$ cat config.mk
export PLATFORM = sky130hd
export DESIGN_NAME = two_wire_humidity_sensor_master_core
export DESIGN_NICKNAME = d
export VERILOG_FILES = /design/src/sv/twhsm_pkg.sv /design/src/sv/two_wire_humidity_sensor_master_core.sv
export SDC_FILE = /design/constraint.sdc
export NUM_CORES = 1
export LEC_CHECK = 0
export ABC_AREA = 0
export BUFFER_PORTS_ARGS = -buffer_cell sky130_fd_sc_hd__clkbuf_2
export CAP_MARGIN = 0
export CELL_PAD_IN_SITES_DETAIL_PLACEMENT = 1
export CELL_PAD_IN_SITES_GLOBAL_PLACEMENT = 1
export CORE_UTILIZATION = 51
export CTS_BUF_LIST = sky130_fd_sc_hd__clkbuf_4 sky130_fd_sc_hd__clkbuf_8
export CTS_CLUSTER_SIZE = 8
export DETAILED_ROUTE_END_ITERATION = 16
export GPL_ROUTABILITY_DRIVEN = 0
export PLACE_DENSITY = 0.86
export SETUP_SLACK_MARGIN = 0.3
export SLEW_MARGIN = 20
export SYNTH_ARGS = -nofsm -noshare
export SYNTH_HDL_FRONTEND = slang
export SYNTH_SLANG_ARGS = --single-unit
$ cat constraint.sdc
create_clock -name clk -period 4 [get_ports clk]
set_input_delay 0.4 -clock clk [delete_from_list [all_inputs] [get_ports clk]]
set_output_delay 0.4 -clock clk [all_outputs]
set_load 0.1 [all_outputs]
$ cat src/sv/twhsm_pkg.sv
// shared types and constants of the two-wire humidity sensor master
// used by the core and by its port checker, no dependencies
package twhsm_pkg;

	localparam int unsigned RESET_TOGGLES = 18;
	localparam logic [2:0]  ERR_MAX       = 3'd4;

	// configuration register indexes
	localparam logic [1:0] REG_TEMP_CMD   = 2'd0;
	localparam logic [1:0] REG_HUMI_CMD   = 2'd1;
	localparam logic [1:0] REG_SETTLE     = 2'd2;
	localparam logic [1:0] REG_TIMEOUT    = 2'd3;

	// configuration reset values
	localparam logic [7:0]  TEMP_CMD_RST  = 8'h03;
	localparam logic [7:0]  HUMI_CMD_RST  = 8'h05;
	localparam logic [7:0]  SETTLE_RST    = 8'd10;
	localparam logic [15:0] TIMEOUT_RST   = 16'hFFFF;

	// one result item, first member at the top bits
	typedef struct packed {
		logic [2:0]  error_count;
		logic [15:0] humidity_raw;
		logic [15:0] temperature_raw;
		logic        done_res;
		logic        busy_res;
		logic        sda_oe;
		logic        sda_out;
		logic        scl;
	} result_t;

endpackage

$ cat src/sv/two_wire_humidity_sensor_master_core.sv
// two-wire humidity sensor master core: bus state machine advanced once per tick item
// depends on twhsm_pkg
//
// usage:
//   s_* channel carries one bus timing tick per item (start request, sampled data line),
//   normally fed from an external prescaler. each accepted item advances the bus
//   sequencer by one step and gives exactly one result item on the m_* channel with
//   the clock level, data drive and enable, busy, done, both readings and the error
//   count. a start while idle runs a temperature and then a humidity measurement.
//   throughput: one item per cycle while s_tready is high; the sequencer step is a
//   single combinational pass between the state registers and the result register.
//   stall: a result register plus one skid entry; with m_tready low the core takes
//   one more item, then drops s_tready until the result register drains.
//   reset: sequencer idle, lines released, readings and errors zero, configuration
//   registers back to their defaults (commands 3 and 5, settle 10, timeout 65535).
//   configuration is written through cfg_we/cfg_index/cfg_data; the user must do so
//   only while idle, the core itself does not enforce this.
module two_wire_humidity_sensor_master_core
	import twhsm_pkg::*;
(
	input  logic        clk,
	input  logic        arst_n,
	input  logic        cfg_we,
	input  logic [1:0]  cfg_index,
	input  logic [15:0] cfg_data,
	input  logic        s_tvalid,
	output logic        s_tready,
	input  logic [7:0]  s_tdata,   // [0] start_req, [1] sda_in, rest zero
	output logic        m_tvalid,
	input  logic        m_tready,
	output logic [39:0] m_tdata    // scl, sda_out, sda_oe, busy_res, done_res,
	                               // temperature_raw[15:0], humidity_raw[15:0],
	                               // error_count[2:0]
);

	typedef enum logic [4:0] {
		P_IDLE, P_CRESET, P_TS0, P_TS1, P_TS2, P_TS3, P_TS4, P_TS5, P_TS6,
		P_WB_SET, P_WB_HIGH, P_WA_REL, P_WA_HIGH, P_WA_LOW, P_SETTLE, P_POLL,
		P_RB_HIGH, P_RB_LOW, P_RK_SET, P_RK_HIGH, P_RK_LOW
	} phase_t;

	typedef struct packed {
		phase_t      phase;
		logic [3:0]  bit_pos;
		logic [15:0] tick;
		logic [7:0]  shift;
		logic        meas_humi;
		logic        low_byte;
		logic [15:0] temp_val;
		logic [15:0] humi_val;
		logic [2:0]  errors;
		logic        clk_lvl;
		logic        data_lvl;
		logic        data_en;
	} st_t;

	logic [7:0]  temp_cmd_q, humi_cmd_q, settle_q;
	logic [15:0] timeout_q;
	st_t         st_q;
	st_t         nxt;
	logic        done_c;
	result_t     res_c;
	result_t     out_q, skid_q;
	logic        out_valid_q, skid_valid_q;
	logic        accept, start, sda;
	logic [15:0] limit;

	assign start    = s_tdata[0];
	assign sda      = s_tdata[1];
	assign s_tready = !skid_valid_q;
	assign accept   = s_tvalid && s_tready;
	assign limit    = (timeout_q != 16'd0) ? timeout_q : 16'd1;

	always_comb begin
		nxt    = st_q;
		done_c = 1'b0;
		case (st_q.phase)
			P_IDLE: begin
				{nxt.clk_lvl, nxt.data_en, nxt.data_lvl} = 3'b001;
				if (start) begin
					nxt.errors    = 3'd0;
					nxt.meas_humi = 1'b0;
					nxt.low_byte  = 1'b0;
					nxt.tick      = 16'd0;
					nxt.phase     = P_CRESET;
				end
			end
			P_CRESET: begin
				{nxt.clk_lvl, nxt.data_en, nxt.data_lvl} = {!st_q.clk_lvl, 2'b01};
				nxt.tick = st_q.tick + 16'd1;
				if (nxt.tick >= 16'(RESET_TOGGLES)) begin
					nxt.tick  = 16'd0;
					nxt.phase = P_TS0;
				end
			end
			// transmission start: data falls while clock high, clock pulses low, data rises while clock high
			P_TS0: begin {nxt.clk_lvl, nxt.data_en, nxt.data_lvl} = 3'b001; nxt.phase = P_TS1; end
			P_TS1: begin {nxt.clk_lvl, nxt.data_en, nxt.data_lvl} = 3'b101; nxt.phase = P_TS2; end
			P_TS2: begin {nxt.clk_lvl, nxt.data_en, nxt.data_lvl} = 3'b110; nxt.phase = P_TS3; end
			P_TS3: begin {nxt.clk_lvl, nxt.data_en, nxt.data_lvl} = 3'b010; nxt.phase = P_TS4; end
			P_TS4: begin {nxt.clk_lvl, nxt.data_en, nxt.data_lvl} = 3'b110; nxt.phase = P_TS5; end
			P_TS5: begin {nxt.clk_lvl, nxt.data_en, nxt.data_lvl} = 3'b101; nxt.phase = P_TS6; end
			P_TS6: begin
				{nxt.clk_lvl, nxt.data_en, nxt.data_lvl} = 3'b001;
				nxt.shift   = st_q.meas_humi ? humi_cmd_q : temp_cmd_q;
				nxt.bit_pos = 4'd0;
				nxt.phase   = P_WB_SET;
			end
			P_WB_SET: begin
				// msb first
				{nxt.clk_lvl, nxt.data_en} = 2'b01;
				nxt.data_lvl = st_q.shift[~st_q.bit_pos[2:0]];
				nxt.phase    = P_WB_HIGH;
			end
			P_WB_HIGH: begin
				nxt.clk_lvl = 1'b1;
				nxt.bit_pos = st_q.bit_pos + 4'd1;
				nxt.phase   = (nxt.bit_pos >= 4'd8) ? P_WA_REL : P_WB_SET;
			end
			P_WA_REL: begin {nxt.clk_lvl, nxt.data_en, nxt.data_lvl} = 3'b001; nxt.phase = P_WA_HIGH; end
			P_WA_HIGH: begin
				{nxt.clk_lvl, nxt.data_en, nxt.data_lvl} = 3'b101;
				if (sda && st_q.errors < ERR_MAX) nxt.errors = st_q.errors + 3'd1;
				nxt.phase = P_WA_LOW;
			end
			P_WA_LOW: begin
				{nxt.clk_lvl, nxt.data_en, nxt.data_lvl} = 3'b001;
				nxt.tick  = 16'd0;
				nxt.phase = (settle_q == 8'd0) ? P_POLL : P_SETTLE;
			end
			P_SETTLE: begin
				{nxt.clk_lvl, nxt.data_en, nxt.data_lvl} = 3'b001;
				nxt.tick = st_q.tick + 16'd1;
				if (nxt.tick >= {8'd0, settle_q}) begin
					nxt.tick  = 16'd0;
					nxt.phase = P_POLL;
				end
			end
			P_POLL: begin
				{nxt.clk_lvl, nxt.data_en, nxt.data_lvl} = 3'b001;
				nxt.tick = st_q.tick + 16'd1;
				if (!sda || nxt.tick >= limit) begin
					// timeout counts as an error, the read goes ahead anyway
					if (sda && st_q.errors < ERR_MAX) nxt.errors = st_q.errors + 3'd1;
					nxt.tick     = 16'd0;
					nxt.low_byte = 1'b0;
					nxt.bit_pos  = 4'd0;
					nxt.shift    = 8'd0;
					nxt.phase    = P_RB_HIGH;
				end
			end
			P_RB_HIGH: begin
				{nxt.clk_lvl, nxt.data_en, nxt.data_lvl} = 3'b101;
				nxt.shift = {st_q.shift[6:0], sda};
				nxt.phase = P_RB_LOW;
			end
			P_RB_LOW: begin
				{nxt.clk_lvl, nxt.data_en, nxt.data_lvl} = 3'b001;
				nxt.bit_pos = st_q.bit_pos + 4'd1;
				nxt.phase   = (nxt.bit_pos >= 4'd8) ? P_RK_SET : P_RB_HIGH;
			end
			P_RK_SET: begin
				if (st_q.meas_humi) begin
					if (st_q.low_byte) nxt.humi_val[7:0]  = st_q.shift;
					else               nxt.humi_val[15:8] = st_q.shift;
				end else begin
					if (st_q.low_byte) nxt.temp_val[7:0]  = st_q.shift;
					else               nxt.temp_val[15:8] = st_q.shift;
				end
				// acknowledge the msb, leave the lsb unacknowledged
				{nxt.clk_lvl, nxt.data_en, nxt.data_lvl} = {2'b01, st_q.low_byte};
				nxt.phase = P_RK_HIGH;
			end
			P_RK_HIGH: begin nxt.clk_lvl = 1'b1; nxt.phase = P_RK_LOW; end
			P_RK_LOW: begin
				nxt.clk_lvl = 1'b0;
				if (!st_q.low_byte) begin
					nxt.low_byte = 1'b1;
					nxt.bit_pos  = 4'd0;
					nxt.shift    = 8'd0;
					nxt.phase    = P_RB_HIGH;
				end else begin
					nxt.low_byte = 1'b0;
					if (!st_q.meas_humi) begin
						nxt.meas_humi = 1'b1;
						nxt.tick      = 16'd0;
						nxt.phase     = P_CRESET;
					end else begin
						nxt.meas_humi = 1'b0;
						nxt.phase     = P_IDLE;
						done_c        = 1'b1;
					end
				end
			end
			default: begin
				{nxt.clk_lvl, nxt.data_en, nxt.data_lvl} = 3'b001;
				nxt.phase = P_IDLE;
			end
		endcase
	end

	always_comb begin
		res_c.scl             = nxt.clk_lvl;
		res_c.sda_out         = nxt.data_en ? nxt.data_lvl : 1'b1;
		res_c.sda_oe          = nxt.data_en;
		res_c.busy_res        = (nxt.phase != P_IDLE);
		res_c.done_res        = done_c;
		res_c.temperature_raw = nxt.temp_val;
		res_c.humidity_raw    = nxt.humi_val;
		res_c.error_count     = nxt.errors;
	end

	always_ff @(posedge clk or negedge arst_n) begin
		if (!arst_n) begin
			temp_cmd_q <= TEMP_CMD_RST;
			humi_cmd_q <= HUMI_CMD_RST;
			settle_q   <= SETTLE_RST;
			timeout_q  <= TIMEOUT_RST;
		end else if (cfg_we) begin
			case (cfg_index)
				REG_TEMP_CMD: temp_cmd_q <= cfg_data[7:0];
				REG_HUMI_CMD: humi_cmd_q <= cfg_data[7:0];
				REG_SETTLE:   settle_q   <= cfg_data[7:0];
				REG_TIMEOUT:  timeout_q  <= cfg_data;
				default: ;
			endcase
		end
	end

	always_ff @(posedge clk or negedge arst_n) begin
		if (!arst_n) begin
			st_q <= '{phase: P_IDLE, bit_pos: 4'd0, tick: 16'd0, shift: 8'd0,
				meas_humi: 1'b0, low_byte: 1'b0, temp_val: 16'd0, humi_val: 16'd0,
				errors: 3'd0, clk_lvl: 1'b0, data_lvl: 1'b1, data_en: 1'b0};
		end else if (accept) begin
			st_q <= nxt;
		end
	end

	// result register with one skid entry behind it
	always_ff @(posedge clk or negedge arst_n) begin
		if (!arst_n) begin
			out_valid_q  <= 1'b0;
			skid_valid_q <= 1'b0;
		end else if (!out_valid_q || m_tready) begin
			if (skid_valid_q) begin
				out_valid_q  <= 1'b1;
				skid_valid_q <= 1'b0;
			end else begin
				out_valid_q <= accept;
			end
		end else if (accept) begin
			skid_valid_q <= 1'b1;
		end
	end

	always_ff @(posedge clk) begin
		if (!out_valid_q || m_tready) begin
			if (skid_valid_q) out_q <= skid_q;
			else if (accept)  out_q <= res_c;
		end else if (accept) begin
			skid_q <= res_c;
		end
	end

	assign m_tvalid = out_valid_q;
	assign m_tdata  = out_q;

endmodule

Yosys cells after proc, flatten, opt, wreduce, memory -nomap -nowiden
Index checks and enable logic that the tools add are counted.

cells by class
  bitwise logic cells = 2
  add/subtract/negate cells = 3
  $lt $le $gt $ge = 6
  muxes and demuxes = 53
  reduce and logical (&&, ||, !) cells = 35
  equality and inequality tests = 28

operator list
  cell                                                  count
  two-way mux 16 bit                                    8
  one-hot mux 5 bit (21 select lines)                   1
  one-hot mux 16 bit (6 select lines)                   1
  two-way mux 40 bit                                    2
  two-way mux 8 bit                                     6
  equality test 5 x 4 -> 1 bit, second input constant   8
  two-way mux 33 bit                                    1
  two-way mux 32 bit                                    1
  one-hot mux 8 bit (4 select lines)                    1
  equality test 5 bit, second input constant            5
  equality test 5 x 3 -> 1 bit, second input constant   4
  two-way mux 5 bit                                     4
  adder 16 x 1 -> 16 bit, second input constant         1
  >= comparator 16 bit                                  1
  >= comparator 16 x 5 -> 1 bit, second input constant  1
  >= comparator 16 x 8 -> 1 bit                         1
  one-hot mux 4 bit (4 select lines)                    1
  AND reduction 4 bit                                   4
  nonzero test 16 bit                                   1
  two-way mux 1 bit                                     14
  AND reduction 2 bit                                   6
  equality test 5 x 2 -> 1 bit, second input constant   2
  inequality test 2 bit, second input constant          5
  two-way mux 3 bit                                     3
  other kinds (32)                                      45

word-level totals
  logic and storage cells = 161
  input bits = 31
  flip-flop bits (word level) = 195
  output and inout bits = 42

Depth between registers and ports, before layout
  depth in word-level cells = 9
  mapped depth = 14
  mapped depth without buffers = 13

Worst setup path before layout
No wires, ideal clock.

  path type = reg2reg
  start = register st_q[48] (netlist bit)
  end = register out_q (netlist bit m_tdata[3]) (data pin)
  period minus slack after synthesis = 3496 ps
  setup time = 337 ps
  data arrival time = 3160 ps
  required time = 3663 ps
  path buffers = 0
  stages on the path, launching flop included = 12
  path slack = 504 ps
  path through = dfrtp_1 > nand4_2 > nor4_1 > xor2_1 > ha_1 > or3_1 > a2111o_1 > a21oi_2 > o211ai_4 > a22oi_1 > a21boi_0 > a41oi_1

on the way
  longest elaborated chain between the ends = 8
  elaborated cells between the ends (all ways) = 12
  those cells by class = add/sub: 1; order compare: 3; mux: 6; reduce/logical: 2

RTL lines
  what                                   RTL line                                                                                                                              RTL
  from (decl)                            two_wire_humidity_sensor_master_core.sv:59                                                                                            st_t st_q;
  from (signal assigned)                 two_wire_humidity_sensor_master_core.sv:232                                                                                           st_q <= '{phase: P_IDLE, bit_pos: 4'd0, tick: 16'd0, shift: 8'd0,
  from (signal assigned)                 two_wire_humidity_sensor_master_core.sv:236                                                                                           st_q <= nxt;
  adder 16 x 1 -> 16 bit *               two_wire_humidity_sensor_master_core.sv:90, two_wire_humidity_sensor_master_core.sv:133, two_wire_humidity_sensor_master_core.sv:141
  >= comparator 16 bit                   two_wire_humidity_sensor_master_core.sv:142                                                                                           if (!sda || nxt.tick >= limit) begin
  logical OR 1 bit                       two_wire_humidity_sensor_master_core.sv:142
  two-way mux 33 bit                     two_wire_humidity_sensor_master_core.sv:142
  one-hot mux 5 bit (21 select lines) *  two_wire_humidity_sensor_master_core.sv:77                                                                                            case (st_q.phase)
  nonzero test 5 bit *                   two_wire_humidity_sensor_master_core.sv:206                                                                                           res_c.busy_res = (nxt.phase != P_IDLE);
  two-way mux 40 bit *                   two_wire_humidity_sensor_master_core.sv:260                                                                                           else if (accept) out_q <= res_c;
  two-way mux 40 bit *                   two_wire_humidity_sensor_master_core.sv:259                                                                                           if (skid_valid_q) out_q <= skid_q;
  to (signal assigned)                   two_wire_humidity_sensor_master_core.sv:259
  to (signal assigned)                   two_wire_humidity_sensor_master_core.sv:260
  to (decl)                              two_wire_humidity_sensor_master_core.sv:63                                                                                            result_t out_q, skid_q;

Mark *: on every way between the ends. The rest lies on a longest branch, timed or not. The select of a mux whose other input is x is not followed.
A chain may end at the register's enable or synchronous reset.

==> summary.md <==
| Metric | Value |
|---|---|
| Multi-input logic area | approximately 4500 um^2 |
| Initial Utilization | between 50% and 60% |
| Clk_lat worst skew | around 0.5 ns |
| Worst Setup End Kind | flip-flop |
| Distinct cell type count after synthesis | 82 |
| Vert. Die Dim | approximately 140 um |
| Post-route cell area | 11,400 um^2 |
| CP max-delay cell | dfrtp_2 |
| Post-synthesis area per instance | approximately 11 um^2 |
| Top post-synthesis cells by count | nand2_1, mux2_2, dfrtp_1 |
| Worst path arrival time | roughly 3.9 ns |
| DRC Markers | 0 |
| Min Hold Slack | about 0.0019 ns |
| Top FF cell, synth | dfrtp_1 |
| Unrepaired setup endpoints after global routing | yes |
| Leakage power | between 5 and 6 nW |
| Ports | 73 |
| CTS tree | built |
| CP Class | reg2reg |
| FF+latch count, synth | just under 200 |
| Startpoint types | flip-flop |
| Diodes inserted | 0 |
| CP peak stage delay | 0.45 ns |
| Rel. slew slack | approximately 32% |
| Yosys top cell area share | about a quarter |
| Antenna-violating nets left | 0 |
| WL per Instance | approximately 22 um |
| CORE AREA | around 19,000 um^2 |
| Worst-case clock buffer depth | 2 |
| Hold Vio Cnt, Final | 0 |
| Crit-path max FO | 6 |
| CTS sink count | 195 |
| Mapped Cells | 886 |
| Seq/Total Area, Yosys | between 50 and 60% |
| Number of global-route vias before repair | around 7,600 |
| # fillers | between 2,000 and 2,500 |
| CP delay by family, top | compound AO/OA/AOI/OAI gates |
| Global Route Usage Sum | 26.9% |
| Core Util, Final | about 60% |
| Power per Cell Area | about 540 nW/um^2 |
| Initial antenna violation count | 0 |
| Final wirelength | 27.1 mm |
| Most common cell in the netlist | nand2_1 |
| Crit path cell chain | nand4_4 -> nor2_1 -> xor2_1 -> ha_1 -> or3_1 -> a2111o_1 -> a21oi_4 -> o211ai_4 -> buf_4 -> a31oi_4 -> mux2i_1 -> mux2_2 |
| Rows | 50 |
| First-pass DRT Iterations | 5 |
| Nets@finish | 1,029 |
| Status | finished, final reports clean |
| GR Overflow Total | 0 |
| Synth area leaders | edfxtp_1, dfrtp_1, mux2_2 |
| Die X | roughly 140 um |
| Tmin final | 3.68 ns |
| Sequential Area | ~5300 um^2 |
| Vias/cell | a little under 6 |
| Layout cells sized above 1 | 33.9% |
| Die area | approximately 20,000 um^2 |
| Fmax | between 200 and 300 MHz |
| Yosys top cell by area | edfxtp_1 |
| Post-synth EDFFs | 80 |
| Final period util | between 90% and 100% |
| Synth warn | 0 |
| CTS Root Cell | clkbuf_8 |
| Via count | 7,387 |
| Measured slew at the worst slew-check pin | a little over 1 ns |
| IO buf count | between 60 and 70 |
| Setup violators final | 0 |
| Clk_skew | 0.0189 ns |
| Hold_buf cts | 0 |
| Hold Crit Class | in2async |
| Max IR drop VDD | 265 uV |
| CP required | around 4.3 ns |
| Clock-pin slew on the worst setup and hold paths | about 0.12 ns |
| H-tree lvl count | 4 |
| Asr flop ratio synth | about three fifths |
| Syn Nets | ~950 |
| Num CTS Buffers | 17 |
| MaxCap Viol Count | 0 |
| Iteration-0 DRC Markers | between 600 and 700 |
| Setup TNS | 0 ns |
| Mapped Area | around 10,000 um^2 |
| WP buf/inv | 1 |
| Area Growth Syn to Fin | 13.8% |
| Largest net degree at the start of global routing | 60 |
| Slew Viols, Final | 0 |
| First-pass GRT wire length | between 40 and 50 mm |
| Post-place instance area | roughly 11,000 um^2 |
| Post-DP HPWL | around 18 mm |
## logic make-up (layout without fill, tap and decap cells)
family,Yosys count,after routing,synth area share (%)
AOI/OAI and AO/OA,126,126,8.65
xor gates and xnor gates,28,28,2.44
adders and majority gates,28,28,3.49
buffers and inverters,80,177,3.27
DFF,195,195,52.9
muxes,132,132,14.9
and+or+nand+nor,297,297,14.4
## layout make-up
class | count | area share [%]
clock buffers | 18 | 2.11
clock inverters | 14 | 1.56
inverters | 34 | 1.12
multi-input cells | 611 | 39.7
flip-flops and latches | 195 | 46.6
well taps | 260 | 2.85
repair buffers | 111 | 6.05
## through the flow
stage | cells | power [mW] | worst slack, ns
floorplan | 886 | 4.11 | 0.504
global placement | 1188 | 4.55 | 0.273
detailed placement | 1188 | 4.66 | 0.183
CTS | 1225 | 6.01 | 0.293
global route | 1243 | 6.38 | 0.178
finish | 1243 | 6.12 | 0.315
## worst register-to-register path, cell delays in order, from the launching register on
cell and delay [ns]:
dfrtp_2 0.45, nand4_4 0.18, nor2_1 0.30, xor2_1 0.22
ha_1 0.27, or3_1 0.43, a2111o_1 0.45, a21oi_4 0.18
o211ai_4 0.15, buf_4 0.20, a31oi_4 0.23, mux2i_1 0.13
mux2_2 0.28
## worst paths after layout
kind	from	end	slack, ns	cells past startpoint
setup / recovery	st_q[48]	m_tdata[37]	0.32	12
hold / removal	arst_n	st_q[7]	0.002	1
setup reg to reg	st_q[48]	m_tdata[37]	0.32	12
hold reg to reg	st_q[11]	st_q[11]	0.49	2
max in group asynchronous	arst_n	st_q[1]	3.16	2
min in group clk	cfg_data[10]	timeout_q[10]	0.14	2
## timing repair
item | in CTS | in global routing
setup endpoints to repair | 14 | 32
pin swaps | 1 | 7
resized for setup | 8 | 27
cloned | 0 | 0
hold endpoints to repair | 0 | 0
buffers inserted | 5 | 18
## cells in the final DEF, fill, tap and decap left out, types with 26 or more instances in the layout
cell,instances
o21ai_0,44
edfxtp_1,80
nand2_1,153
mux2_2,110
nor2_1,42
buf_4,43
ha_1,26
dfrtp_1,83
clkbuf_2,65
inv_1,33
## flip-flops by register name, indices dropped and copies added, names as in the netlist
name and count:
humi_cmd_q 8, m_tdata 40, m_tvalid 1, settle_q 8
skid_q 40, skid_valid_q 1, st_q 73, temp_cmd_q 8
timeout_q 16
## per-layer routing
metal | GRT usage [%] | up-vias | routed length (um)
met1 | 35.8 | 3777 | 11600
li1 | - | 3338 | -
met3 | 3.80 | 54 | 1270
met5 | 0 | - | 0
met2 | 45.0 | 218 | 13600
met4 | 9.96 | 0 | 573
## power breakdown
group	internal, mW	total (mW)	leakage (nW)	switching (mW)
Sequential	2.42	2.82	2.21	0.401
Combinational	0.694	1.98	2.64	1.28
Clock	0.492	1.32	0.208	0.826
Power figures use the tool's default switching activity.
